===== src/sv/rgba_pixel_blender_macros.svh =====
// ----------------------------------------------------------------------------
// RGBA pixel blender assertion macros
// Shared assertion forms for the blender; each expects clk and rst in scope.
// ----------------------------------------------------------------------------
`ifndef RGBA_PIXEL_BLENDER_MACROS_SVH
`define RGBA_PIXEL_BLENDER_MACROS_SVH

// Same-cycle implication, checked outside reset.
`define RPB_ASSERT_IMP(lbl, ante, cons, msg) \
  lbl: assert property (@(posedge clk) disable iff (rst) (ante) |-> (cons)) else $error(msg);

// Next-cycle implication, checked outside reset.
`define RPB_ASSERT_NXT(lbl, ante, cons, msg) \
  lbl: assert property (@(posedge clk) disable iff (rst) (ante) |=> (cons)) else $error(msg);

`endif


===== src/sv/rpb_pkg.sv =====
// ----------------------------------------------------------------------------
// RGBA pixel blender package
// Types, mode codes and constants shared by the blender modules.
// ----------------------------------------------------------------------------
package rpb_pkg;

  // Blend mode codes.
  typedef enum logic [2:0] {
    MODE_DIRECT_XOR  = 3'd0,
    MODE_XOR         = 3'd1,
    MODE_ADDITIVE    = 3'd2,
    MODE_OVERLAY     = 3'd3,
    MODE_INVERT_DROP = 3'd4,
    MODE_DROP        = 3'd5,
    MODE_REPLACE     = 3'd6,
    MODE_XOR_ALL     = 3'd7
  } mode_t;

  localparam int unsigned CHAN_W   = 8;
  localparam int unsigned WEIGHT_W = 16;
  localparam int unsigned PROD_W   = CHAN_W + WEIGHT_W;
  localparam int unsigned NUM_LANES = 6;

  // Full opacity weight is 255 * 255.
  localparam logic [WEIGHT_W-1:0] FULL_WEIGHT       = 16'd65025;
  localparam logic [WEIGHT_W-1:0] OVERLAY_THRESHOLD = 16'd16129;
  localparam logic [CHAN_W-1:0]   CHAN_MAX          = 8'd255;

  // One RGBA pixel.
  typedef struct packed {
    logic [CHAN_W-1:0] r;
    logic [CHAN_W-1:0] g;
    logic [CHAN_W-1:0] b;
    logic [CHAN_W-1:0] a;
  } pix_t;

  // Control that travels alongside the pixel data.
  typedef struct packed {
    mode_t mode;
    logic  over;
  } ctrl_t;

endpackage


===== src/sv/rpb_scale_lane.sv =====
// ----------------------------------------------------------------------------
// RGBA pixel blender scaling lane
// Computes floor(chan * weight / 65025) in three registered stages.
// ----------------------------------------------------------------------------
module rpb_scale_lane (
  input  logic                           clk,
  input  logic [rpb_pkg::CHAN_W-1:0]     chan,
  input  logic [rpb_pkg::WEIGHT_W-1:0]   weight,
  output logic [rpb_pkg::CHAN_W-1:0]     scaled
);
  import rpb_pkg::*;

  // Divide a value below 2^24 by 255: estimate with x*257 >> 16, which is
  // at most one low, then correct with one compare and add.
  function automatic logic [WEIGHT_W-1:0] div255(input logic [PROD_W-1:0] x);
    logic [PROD_W+8:0] est;
    logic [16:0]       q0;
    logic [PROD_W:0]   rem;
    begin
      est = {1'b0, x, 8'd0} + {9'd0, x};
      q0  = est[32:16];
      rem = {1'b0, x} - ({q0, 8'd0} - {8'd0, q0});
      if (rem >= 25'd255) begin
        q0 = q0 + 17'd1;
      end
      div255 = q0[WEIGHT_W-1:0];
    end
  endfunction

  logic [PROD_W-1:0]   prod;
  logic [WEIGHT_W-1:0] quot1;

  // Product stage, then two divide-by-255 steps.
  always_ff @(posedge clk) begin
    prod   <= PROD_W'(chan) * PROD_W'(weight);
    quot1  <= div255(prod);
    scaled <= CHAN_W'(div255({8'd0, quot1}));
  end

endmodule


===== src/sv/rpb_merge.sv =====
// ----------------------------------------------------------------------------
// RGBA pixel blender merge stage
// Combines raw and scaled channels according to the mode into the result.
// ----------------------------------------------------------------------------
module rpb_merge (
  input  logic                       clk,
  input  logic                       rst,
  input  logic                       valid,
  input  rpb_pkg::ctrl_t             ctrl,
  input  rpb_pkg::pix_t              base_pix,
  input  rpb_pkg::pix_t              top_pix,
  input  rpb_pkg::pix_t              base_scl,
  input  rpb_pkg::pix_t              top_scl,
  output logic                       done,
  output rpb_pkg::pix_t              result
);
  import rpb_pkg::*;

  function automatic logic [CHAN_W-1:0] sat_add(input logic [CHAN_W-1:0] a,
                                                input logic [CHAN_W-1:0] b);
    logic [CHAN_W:0] s;
    begin
      s = {1'b0, a} + {1'b0, b};
      sat_add = s[CHAN_W] ? CHAN_MAX : s[CHAN_W-1:0];
    end
  endfunction

  pix_t result_next;

  // Select the blended pixel for the mode.
  always_comb begin
    result_next = base_pix;
    unique case (ctrl.mode)
      MODE_DIRECT_XOR: begin
        result_next.r = base_pix.r ^ top_pix.r;
        result_next.g = base_pix.g ^ top_pix.g;
        result_next.b = base_pix.b ^ top_pix.b;
      end
      MODE_XOR: begin
        result_next.r = base_scl.r ^ top_scl.r;
        result_next.g = base_scl.g ^ top_scl.g;
        result_next.b = base_scl.b ^ top_scl.b;
      end
      MODE_ADDITIVE: begin
        result_next.r = sat_add(base_scl.r, top_scl.r);
        result_next.g = sat_add(base_scl.g, top_scl.g);
        result_next.b = sat_add(base_scl.b, top_scl.b);
      end
      MODE_OVERLAY: begin
        if (ctrl.over) begin
          result_next.r = top_pix.r;
          result_next.g = top_pix.g;
          result_next.b = top_pix.b;
        end
      end
      MODE_INVERT_DROP: begin
        result_next.a = CHAN_MAX - top_pix.a;
      end
      MODE_DROP: begin
        result_next.a = top_pix.a;
      end
      MODE_REPLACE: begin
        result_next = top_pix;
      end
      MODE_XOR_ALL: begin
        result_next = base_pix ^ top_pix;
      end
      default: begin
        result_next = base_pix;
      end
    endcase
  end

  // Output register and its strobe.
  always_ff @(posedge clk) begin
    if (rst) begin
      done <= 1'b0;
    end else begin
      done <= valid;
    end
    result <= result_next;
  end

endmodule


===== src/sv/rgba_pixel_blender.sv =====
// ----------------------------------------------------------------------------
// RGBA pixel blender
// Blends a top RGBA pixel over a base pixel under one of eight modes.
// ----------------------------------------------------------------------------
//  Channel   Ports                                         Handshake
//  --------  --------------------------------------------  ----------------
//  command   mode, base_*, top_*, opacity                  start / busy
//  result    out_red, out_green, out_blue, out_alpha       done (strobe)
//
//  One transaction is taken every cycle while busy is low. Its result strobe
//  is registered through the weight multiply, the lane multiply, two
//  divide-by-255 steps and the merge register, in that order.
//  Busy is high only during reset; a synchronous reset empties the pipeline.
//  The receiver cannot stall, so done is a single-cycle strobe.
// ----------------------------------------------------------------------------
`include "rgba_pixel_blender_macros.svh"

module rgba_pixel_blender (
  input  logic       clk,
  input  logic       rst,
  input  logic       start,
  output logic       busy,
  input  logic [2:0] mode,
  input  logic [7:0] base_red,
  input  logic [7:0] base_green,
  input  logic [7:0] base_blue,
  input  logic [7:0] base_alpha,
  input  logic [7:0] top_red,
  input  logic [7:0] top_green,
  input  logic [7:0] top_blue,
  input  logic [7:0] top_alpha,
  input  logic [7:0] opacity,
  output logic       done,
  output logic [7:0] out_red,
  output logic [7:0] out_green,
  output logic [7:0] out_blue,
  output logic [7:0] out_alpha
);
  import rpb_pkg::*;

  logic                accept;
  logic                s1_valid, s2_valid, s3_valid, s4_valid;
  mode_t               s1_mode;
  ctrl_t               s2_ctrl, s3_ctrl, s4_ctrl;
  pix_t                s1_base, s2_base, s3_base, s4_base;
  pix_t                s1_top, s2_top, s3_top, s4_top;
  logic [WEIGHT_W-1:0] s1_w;
  logic [WEIGHT_W-1:0] s1_wn;
  logic [CHAN_W-1:0]   lane_chan   [NUM_LANES];
  logic [WEIGHT_W-1:0] lane_weight [NUM_LANES];
  logic [CHAN_W-1:0]   lane_out    [NUM_LANES];
  pix_t                top_scl, base_scl, result;

  assign busy   = rst;
  assign accept = start && !busy;

  // Valid pipeline.
  always_ff @(posedge clk) begin
    if (rst) begin
      s1_valid <= 1'b0;
      s2_valid <= 1'b0;
      s3_valid <= 1'b0;
      s4_valid <= 1'b0;
    end else begin
      s1_valid <= accept;
      s2_valid <= s1_valid;
      s3_valid <= s2_valid;
      s4_valid <= s3_valid;
    end
  end

  // Capture the transaction and form the opacity weight.
  always_ff @(posedge clk) begin
    s1_mode <= mode_t'(mode);
    s1_base <= '{r: base_red, g: base_green, b: base_blue, a: base_alpha};
    s1_top  <= '{r: top_red, g: top_green, b: top_blue, a: top_alpha};
    s1_w    <= WEIGHT_W'(top_alpha) * WEIGHT_W'(opacity);
  end

  assign s1_wn = FULL_WEIGHT - s1_w;

  // Raw pixels and control follow the lanes.
  always_ff @(posedge clk) begin
    s2_ctrl <= '{mode: s1_mode, over: (s1_w > OVERLAY_THRESHOLD)};
    s3_ctrl <= s2_ctrl;
    s4_ctrl <= s3_ctrl;
    s2_base <= s1_base;
    s3_base <= s2_base;
    s4_base <= s3_base;
    s2_top  <= s1_top;
    s3_top  <= s2_top;
    s4_top  <= s3_top;
  end

  // Lanes 0 to 2 scale the top RGB by w, lanes 3 to 5 the base RGB by 65025 - w.
  assign lane_chan[0] = s1_top.r;
  assign lane_chan[1] = s1_top.g;
  assign lane_chan[2] = s1_top.b;
  assign lane_chan[3] = s1_base.r;
  assign lane_chan[4] = s1_base.g;
  assign lane_chan[5] = s1_base.b;

  for (genvar i = 0; i < NUM_LANES; i++) begin : g_lane
    assign lane_weight[i] = (i < NUM_LANES / 2) ? s1_w : s1_wn;
    rpb_scale_lane u_lane (
      .clk    (clk),
      .chan   (lane_chan[i]),
      .weight (lane_weight[i]),
      .scaled (lane_out[i])
    );
  end

  assign top_scl  = '{r: lane_out[0], g: lane_out[1], b: lane_out[2], a: s4_top.a};
  assign base_scl = '{r: lane_out[3], g: lane_out[4], b: lane_out[5], a: s4_base.a};

  // Merge the lanes into the result.
  rpb_merge u_merge (
    .clk      (clk),
    .rst      (rst),
    .valid    (s4_valid),
    .ctrl     (s4_ctrl),
    .base_pix (s4_base),
    .top_pix  (s4_top),
    .base_scl (base_scl),
    .top_scl  (top_scl),
    .done     (done),
    .result   (result)
  );

  assign out_red   = result.r;
  assign out_green = result.g;
  assign out_blue  = result.b;
  assign out_alpha = result.a;

  // Every result strobe traces back to an accepted transaction.
  `RPB_ASSERT_IMP(a_done_origin, done, $past(accept, 5), "result without a transaction")
  // Replace mode returns the top pixel unchanged.
  `RPB_ASSERT_IMP(a_replace, accept && (mode == MODE_REPLACE),
    ##5 (done && out_red == $past(top_red, 5) && out_green == $past(top_green, 5) &&
         out_blue == $past(top_blue, 5) && out_alpha == $past(top_alpha, 5)),
    "replace mode did not return the top pixel")
  // With zero weight the scaled xor leaves the base pixel unchanged.
  `RPB_ASSERT_IMP(a_zero_weight, accept && (mode == MODE_XOR) && (opacity == 8'd0),
    ##5 (done && out_red == $past(base_red, 5) && out_green == $past(base_green, 5) &&
         out_blue == $past(base_blue, 5)),
    "zero weight altered the base pixel")
  // No strobe follows a cycle in which the merge stage input held no valid transaction.
  `RPB_ASSERT_NXT(a_strobe_follows, !s4_valid, !done, "strobe without a merged transaction")

endmodule


===== config.mk =====
export PLATFORM = sky130hd
export DESIGN_NAME = rgba_pixel_blender
export DESIGN_NICKNAME = d
export VERILOG_FILES = /design/src/sv/rpb_pkg.sv /design/src/sv/rpb_scale_lane.sv /design/src/sv/rpb_merge.sv /design/src/sv/rgba_pixel_blender.sv
export VERILOG_INCLUDE_DIRS = /design/src /design/src/sv
export SDC_FILE = /design/constraint.sdc
export NUM_CORES = 2
export LEC_CHECK = 0
export ABC_AREA = 1
export BUFFER_PORTS_ARGS = -buffer_cell sky130_fd_sc_hd__buf_2
export CAP_MARGIN = 20
export CORE_MARGIN = 5
export CORE_UTILIZATION = 50
export CTS_CLUSTER_DIAMETER = 150
export DETAILED_ROUTE_END_ITERATION = 12
export PLACE_DENSITY = 0.69
export SLEW_MARGIN = 40
export SYNTH_ARGS = -nofsm -noshare
export SYNTH_HDL_FRONTEND = slang
export SYNTH_SLANG_ARGS = --single-unit

===== constraint.sdc =====
create_clock -name clk -period 12.6 [get_ports clk]
set_input_delay 0.63 -clock clk [delete_from_list [all_inputs] [get_ports clk]]
set_output_delay 0.63 -clock clk [all_outputs]
set_load 0.005 [all_outputs]

### Word level (Yosys, flattened, before mapping)

Cells that the tools add are included.

| word-level totals | value |
|---|---|
| register bits after elaboration | 612 |
| bits of input ports | 78 |
| output and inout bits | 34 |
| logic and storage cells | 176 |

| cells by class | value |
|---|---|
| $add $sub $neg | 53 |
| $mul | 7 |
| magnitude comparators | 13 |
| eq/ne operators | 7 |
| multiplexer cells | 18 |
| bitwise operators | 7 |
| reductions and logical operators | 4 |

Operators with widths:

| kind | number |
|---|---|
| $ge A25 B8 Y1 const B | 12 |
| $add A32 B24 Y33 | 6 |
| $add A24 B16 Y25 | 6 |
| $sub A16 B25 Y25 | 6 |
| $sub A24 B25 Y25 | 6 |
| $sub A25 B17 Y25 | 6 |
| $mul A8 B16 Y24 | 6 |
| $pmux W24 S6 | 1 |
| $sub A17 B9 Y18 | 6 |
| $add A16 B1 Y16 const B | 6 |
| $mux W16 | 6 |
| $mux W8 | 9 |
| $add A8 B1 Y8 const B | 6 |
| $xor A8 B8 Y8 | 6 |
| $xor A32 B32 Y32 | 1 |
| $add A8 B8 Y9 | 3 |
| $mux W24 | 1 |
| $pmux W8 S3 | 1 |
| $gt A16 B14 Y1 const B | 1 |
| $mul A8 B8 Y16 | 1 |
| $sub A16 B16 Y16 const A | 1 |
| $eq A3 B3 Y1 const B | 4 |
| $sub A8 B8 Y8 const A | 1 |
| $eq A3 B2 Y1 const B | 2 |
| other kinds (5) | 5 |

### Longest topological paths before layout

| logic depth | value |
|---|---|
| depth after elaboration | 5 |
| gate-level depth with buffers | 36 |

### Modules after synthesis

Synthesis repeated with hierarchy kept, for this count alone.

| second synthesis, totals | value |
|---|---|
| cells, all modules | 11,260 |
| area total of the unflattened synthesis | 77,164.0 µm² |

By module, submodules not included:

| module | times used | cells an instance | area each (µm²) |
|---|---|---|---|
| rpb_scale_lane at g_lane[2].u_lane | 1 | 1,682 | 11,046.8 |
| rpb_scale_lane at g_lane[0].u_lane | 1 | 1,685 | 10,935.5 |
| rpb_scale_lane at g_lane[3].u_lane | 1 | 1,673 | 10,867.9 |
| rpb_scale_lane at g_lane[4].u_lane | 1 | 1,607 | 10,707.8 |
| rpb_scale_lane at g_lane[1].u_lane | 1 | 1,615 | 10,695.3 |
| rpb_scale_lane at g_lane[5].u_lane | 1 | 1,612 | 10,621.4 |
| rgba_pixel_blender | 1 | 736 | 8,608.3 |
| rpb_merge | 1 | 650 | 3,681.0 |

### Worst setup path before layout

Ideal clock, no wire load.

| timing path | value |
|---|---|
| path type | reg-to-reg |
| from | reg s1_w[2] |
| to | reg g_lane[3].u_lane.prod[21] |
| setup time | 72 ps |
| arrival | 5,977 ps |
| required time | 12,528 ps |
| slack | 6,552 ps |
| cell stages (with the launch flop) | 29 |
| buffers on the path | 3 |
| clock period less this slack | 6,048 ps |
| path through | dfxtp_1 buf_2 clkbuf_1 inv_1 ha_1 nand2_1 or3_1 or3_1 nor2_2 nor3_1 inv_1 nand2_1 nand2_1 clkbuf_1 nor2_1 fa_1 inv_1 fa_1 fa_1 fa_1 inv_1 ha_1 nand2_1 nor4_1 a21oi_1 o21ai_0 a31oi_1 o21ai_0 xor2_1 |

| on the way | value |
|---|---|
| cells in the longest elaborated chain, start to end | 2 |

Ends and longest elaborated chain:

| element | RTL line | RTL |
|---|---|---|
| start: declaration | rgba_pixel_blender.sv:47 | `logic [WEIGHT_W-1:0] s1_w;` |
| start signal: assignment | rgba_pixel_blender.sv:77 | `s1_w <= WEIGHT_W'(top_alpha) * WEIGHT_W'(opacity);` |
| $sub A16 B16 Y16 | rgba_pixel_blender.sv:80 | `assign s1_wn = FULL_WEIGHT - s1_w;` |
| $mul A8 B16 Y24 | rpb_scale_lane.sv:35 | `prod <= PROD_W'(chan) * PROD_W'(weight);` |
| end signal: assignment | rpb_scale_lane.sv:35 |  |
| end: declaration | rpb_scale_lane.sv:30 | `logic [PROD_W-1:0] prod;` |

Every way passes these cells.
A chain may end at the register's enable or synchronous reset.

### Worst setup path in the final report

| timing path | value |
|---|---|
| from | reg s1_w[1] |
| to | reg g_lane[3].u_lane.prod[21] |

The elaborated chain is that of the path after synthesis.

==> results.txt <==
----------------------------------------------------
[Timing]
  Clk_skew ... 0.0474 ns
  Final critical-path required period ... 7.08 ns
  Number of pins exceeding their max-slew limit in the final report ... 0
  Ratio of final minimum period to clock period ... 56.2%
  Peak Freq ... 141 MHz
  Total negative setup slack ... 0 ns
  Number of setup violations in the final report ... 0
  Number of hold violations in the final report ... 0
  Relative slew slack ... 39.8%
  Setup repair after global routing missed its margin ... no
  Actual slew at the worst max-slew pin ... about 0.9 ns

[Status]
  Status ... finished clean

[Final layout]
  Most common cell after layout, fill and taps aside ... sky130_fd_sc_hd__nand2_1
  Layout Cells excl Fill ... 12283
  NumNets Final ... 11786
  Area growth from synthesis to final layout ... 7.23%
  Share of layout cells above drive strength 1 ... 5.25%
  Top library cells by usage in the layout, fill and taps aside ... sky130_fd_sc_hd__nand2_1, sky130_fd_sc_hd__inv_1, sky130_fd_sc_hd__ha_1, sky130_fd_sc_hd__nor2_1, sky130_fd_sc_hd__dfxtp_1
  Final design utilization ... 53.7%

[Clocking]
  CTS tree ... built
  H-tree levels ... 3
  CTS root buf ... sky130_fd_sc_hd__clkbuf_16
  Source-to-sink clock delay at the later pin of the worst-skew pair ... 0.71 ns
  Clock input transition at the sequential cells of the worst setup and hold paths ... 0.07 ns
  Sinks on the clock net ... 612
  Buffer levels on the longest clock path ... 3
  TritonCTS buffer count ... 74

[Route]
  Wire length reported by the detailed router ... just over 200000 µm
  Iter 0 DRT Violations ... 4837
  Total DRC errors in the routed layout ... 0
  Mean number of vias per cell ... about 5.3
  Via count ... approximately 66000
  1st-pass router iterations ... 6
  Routed wire per std cell ... 16.4 µm
  Antenna viol nets, final ... 0

[Worst setup path]
  Flop-to-flop setup slack ... 5.52 ns
  Crit Reg-Reg Endpoint ... g_lane[3].u_lane.prod[21]$_DFF_P_
  Worst path required time ... 13.23 ns
  Critical Path Sink Type ... register
  Start-to-end type of the worst setup path ... reg2reg
  Worst setup path end ... g_lane[3].u_lane.prod[21]$_DFF_P_
  Reg2Reg Depth ... 23
  Worst-path fanout max ... between 40 and 50
  Origin of the critical flop-to-flop path ... s1_w[1]$_DFF_P_
  Critical Path AT ... roughly 7.7 ns
  Startpoint type of the worst setup path ... register
  CP startpoint ... s1_w[1]$_DFF_P_

[Synth]
  Portion of the post-synthesis area used by sequential elements ... around 17%
  Seq cells post-synth ... roughly 600
  Count of flip-flops with a built-in enable after synthesis ... 0
  Post-synth ARST share ... 0%
  Cell type contributing the most total cell area after synthesis ... sky130_fd_sc_hd__dfxtp_1
  Syn nets ... 11749
  Primary FF master, synth ... sky130_fd_sc_hd__dfxtp_1
  Yosys synthesis warning count ... 0
  Netlist area before placement ... 0.0728 mm²
  Share of Yosys cell area claimed by the top area cell type ... 16.8%
  Cells after Synth ... 10269
  Per-instance average area after synthesis ... 7.09 µm²
  Top cells by area, synth ... sky130_fd_sc_hd__dfxtp_1, sky130_fd_sc_hd__fa_1, sky130_fd_sc_hd__ha_1
  Synth unique cells ... between 70 and 80

[Global routing]
  Total routing usage reported by global routing ... 26.1%
  Gr ovfl total ... 0
  Global-route wire length before repair ... ~330000 µm
  Number of global-route vias before repair ... 64503
  Largest net degree at the start of global routing ... 50
  Antenna violations before repair ... 5

[Die]
  Floorplan die area ... 0.153 mm²
  Initial cell density of the core ... about half
  Die outline height ... just under 400 µm
  Area of the core ... approximately 0.15 mm²
  Number of placed I/O pins ... 112
  Placement Rows ... 140
  Overall die width ... 392 µm

[Worst hold path]
  Hold WC Path Type ... in2reg

[Placed design]
  Weighted congestion reported at the end of routability-driven placement ... 0.984
  Total of buffers placed on input and output ports ... 111
  Cell total after placement ... roughly 12000
  Detailed-placement wirelength estimate ... 163000 µm

[Run]
  Number of maximum-capacitance constraint violations ... 0

----------------------------------------------------
-- how the worst min path moves through the flow --
stage                            start                     to  cells after the start
finish                   base_green[2]  lane_chan[10]$_DFF_P_                      1
global route               base_red[7]  lane_chan[23]$_DFF_P_                      1
CTS                      base_green[2]  lane_chan[10]$_DFF_P_                      1
detailed placement  s3_base[4]$_DFF_P_    base_scl[4]$_DFF_P_                      0
global placement    s1_base[6]$_DFF_P_     s2_base[6]$_DFF_P_                      0
floorplan           s3_base[0]$_DFF_P_    base_scl[0]$_DFF_P_                      0
-- registers in the layout, summed over array words and instances (netlist names), 48 cells and up --
register and count:
g_lane.u_lane.scaled 48, g_lane.u_lane.prod 144, g_lane.u_lane.quot1 96, lane_chan 48
-- Yosys cell counts, drive strengths merged, types with 22 or more instances --
| master | n |
|---|---|
| or2 | 22 |
| fa | 597 |
| xnor2 | 159 |
| buf | 41 |
| nand3 | 479 |
| nor4 | 25 |
| a21boi | 26 |
| ha | 805 |
| inv | 1932 |
| nand2 | 2765 |
| dfxtp | 612 |
| clkbuf | 169 |
| nor3 | 137 |
| a21oi | 486 |
| a211oi | 28 |
| o211ai | 25 |
| o21bai | 60 |
| xor2 | 360 |
| nand4 | 244 |
| nor2 | 736 |
| o21ai | 336 |
| a21o | 47 |
| nand3b | 35 |
-- area by class of cell --
| class | instances | area (µm²) |
|---|---|---|
| fill | 13959 | 67200 |
| multi-input combinational | 7505 | 52400 |
| inverter | 1942 | 7290 |
| clock buffer | 87 | 1970 |
| timing repair buffer | 171 | 1070 |
| clock inverter | 48 | 624 |
| antenna | 1 | 2.50 |
| sequential | 612 | 12300 |
| tap | 1917 | 2400 |
-- worst max-delay path, cell delays in order (launching register included) --
cell                      delay (ns)
sky130_fd_sc_hd__dfxtp_2        0.31
sky130_fd_sc_hd__buf_4          0.34
sky130_fd_sc_hd__inv_1          0.17
sky130_fd_sc_hd__ha_1           0.20
sky130_fd_sc_hd__nand2_1        0.07
sky130_fd_sc_hd__or3_1          0.34
sky130_fd_sc_hd__or3_1          0.38
sky130_fd_sc_hd__o21ai_0        0.16
sky130_fd_sc_hd__nand2_1        0.27
sky130_fd_sc_hd__inv_1          0.56
sky130_fd_sc_hd__nand2_1        0.16
sky130_fd_sc_hd__fa_1           0.58
sky130_fd_sc_hd__fa_1           0.42
sky130_fd_sc_hd__fa_1           0.46
sky130_fd_sc_hd__fa_1           0.51
sky130_fd_sc_hd__inv_1          0.06
sky130_fd_sc_hd__ha_1           0.37
sky130_fd_sc_hd__nand2_1        0.13
sky130_fd_sc_hd__nor4_1         0.40
sky130_fd_sc_hd__a21oi_1        0.17
sky130_fd_sc_hd__o21ai_0        0.29
sky130_fd_sc_hd__a31oi_1        0.18
sky130_fd_sc_hd__o21ai_0        0.26
sky130_fd_sc_hd__xor2_1         0.17
-- per-layer routing --
metal	GRT usage, %	wire, µm	vias to the layer above
met3	3.18	13000	411
li1	-	-	32388
met2	43.5	92000	2077
met4	9.50	7820	0
met1	34.9	88800	30827
met5	0	0	-
-- through the flow --
step | worst slack (ns) | instance area (µm²) | hold slack, ns
5_1_grt | 5.06 | 78000 | 0.0260
6_report | 5.52 | 78000 | 0.0566
2_1_floorplan | 6.55 | 72800 | 0.310
3_5_place_dp | 5.62 | 75200 | 0.312
4_1_cts | 5.57 | 78000 | 0.000759
3_3_place_gp | 5.76 | 75200 | 0.310
-- logic make-up after synthesis --
group	Yosys count	share of synthesized area (%)
xor+xnor	519	6.30
simple gates	4472	26.6
fa+ha+maj	1402	30.3
buf+inv	2152	11.2
compound gates	1112	8.78
flops	612	16.8
-- timing repair --
action	in CTS	in global routing
hold buffers	25	0
setup buffers	0	0
endpoints found under the hold margin	25	0
gates resized for setup	0	0
Power is left out: the tool's default activity adds up to more than one toggle a clock period on the data nets, which glitch-free logic cannot reach.
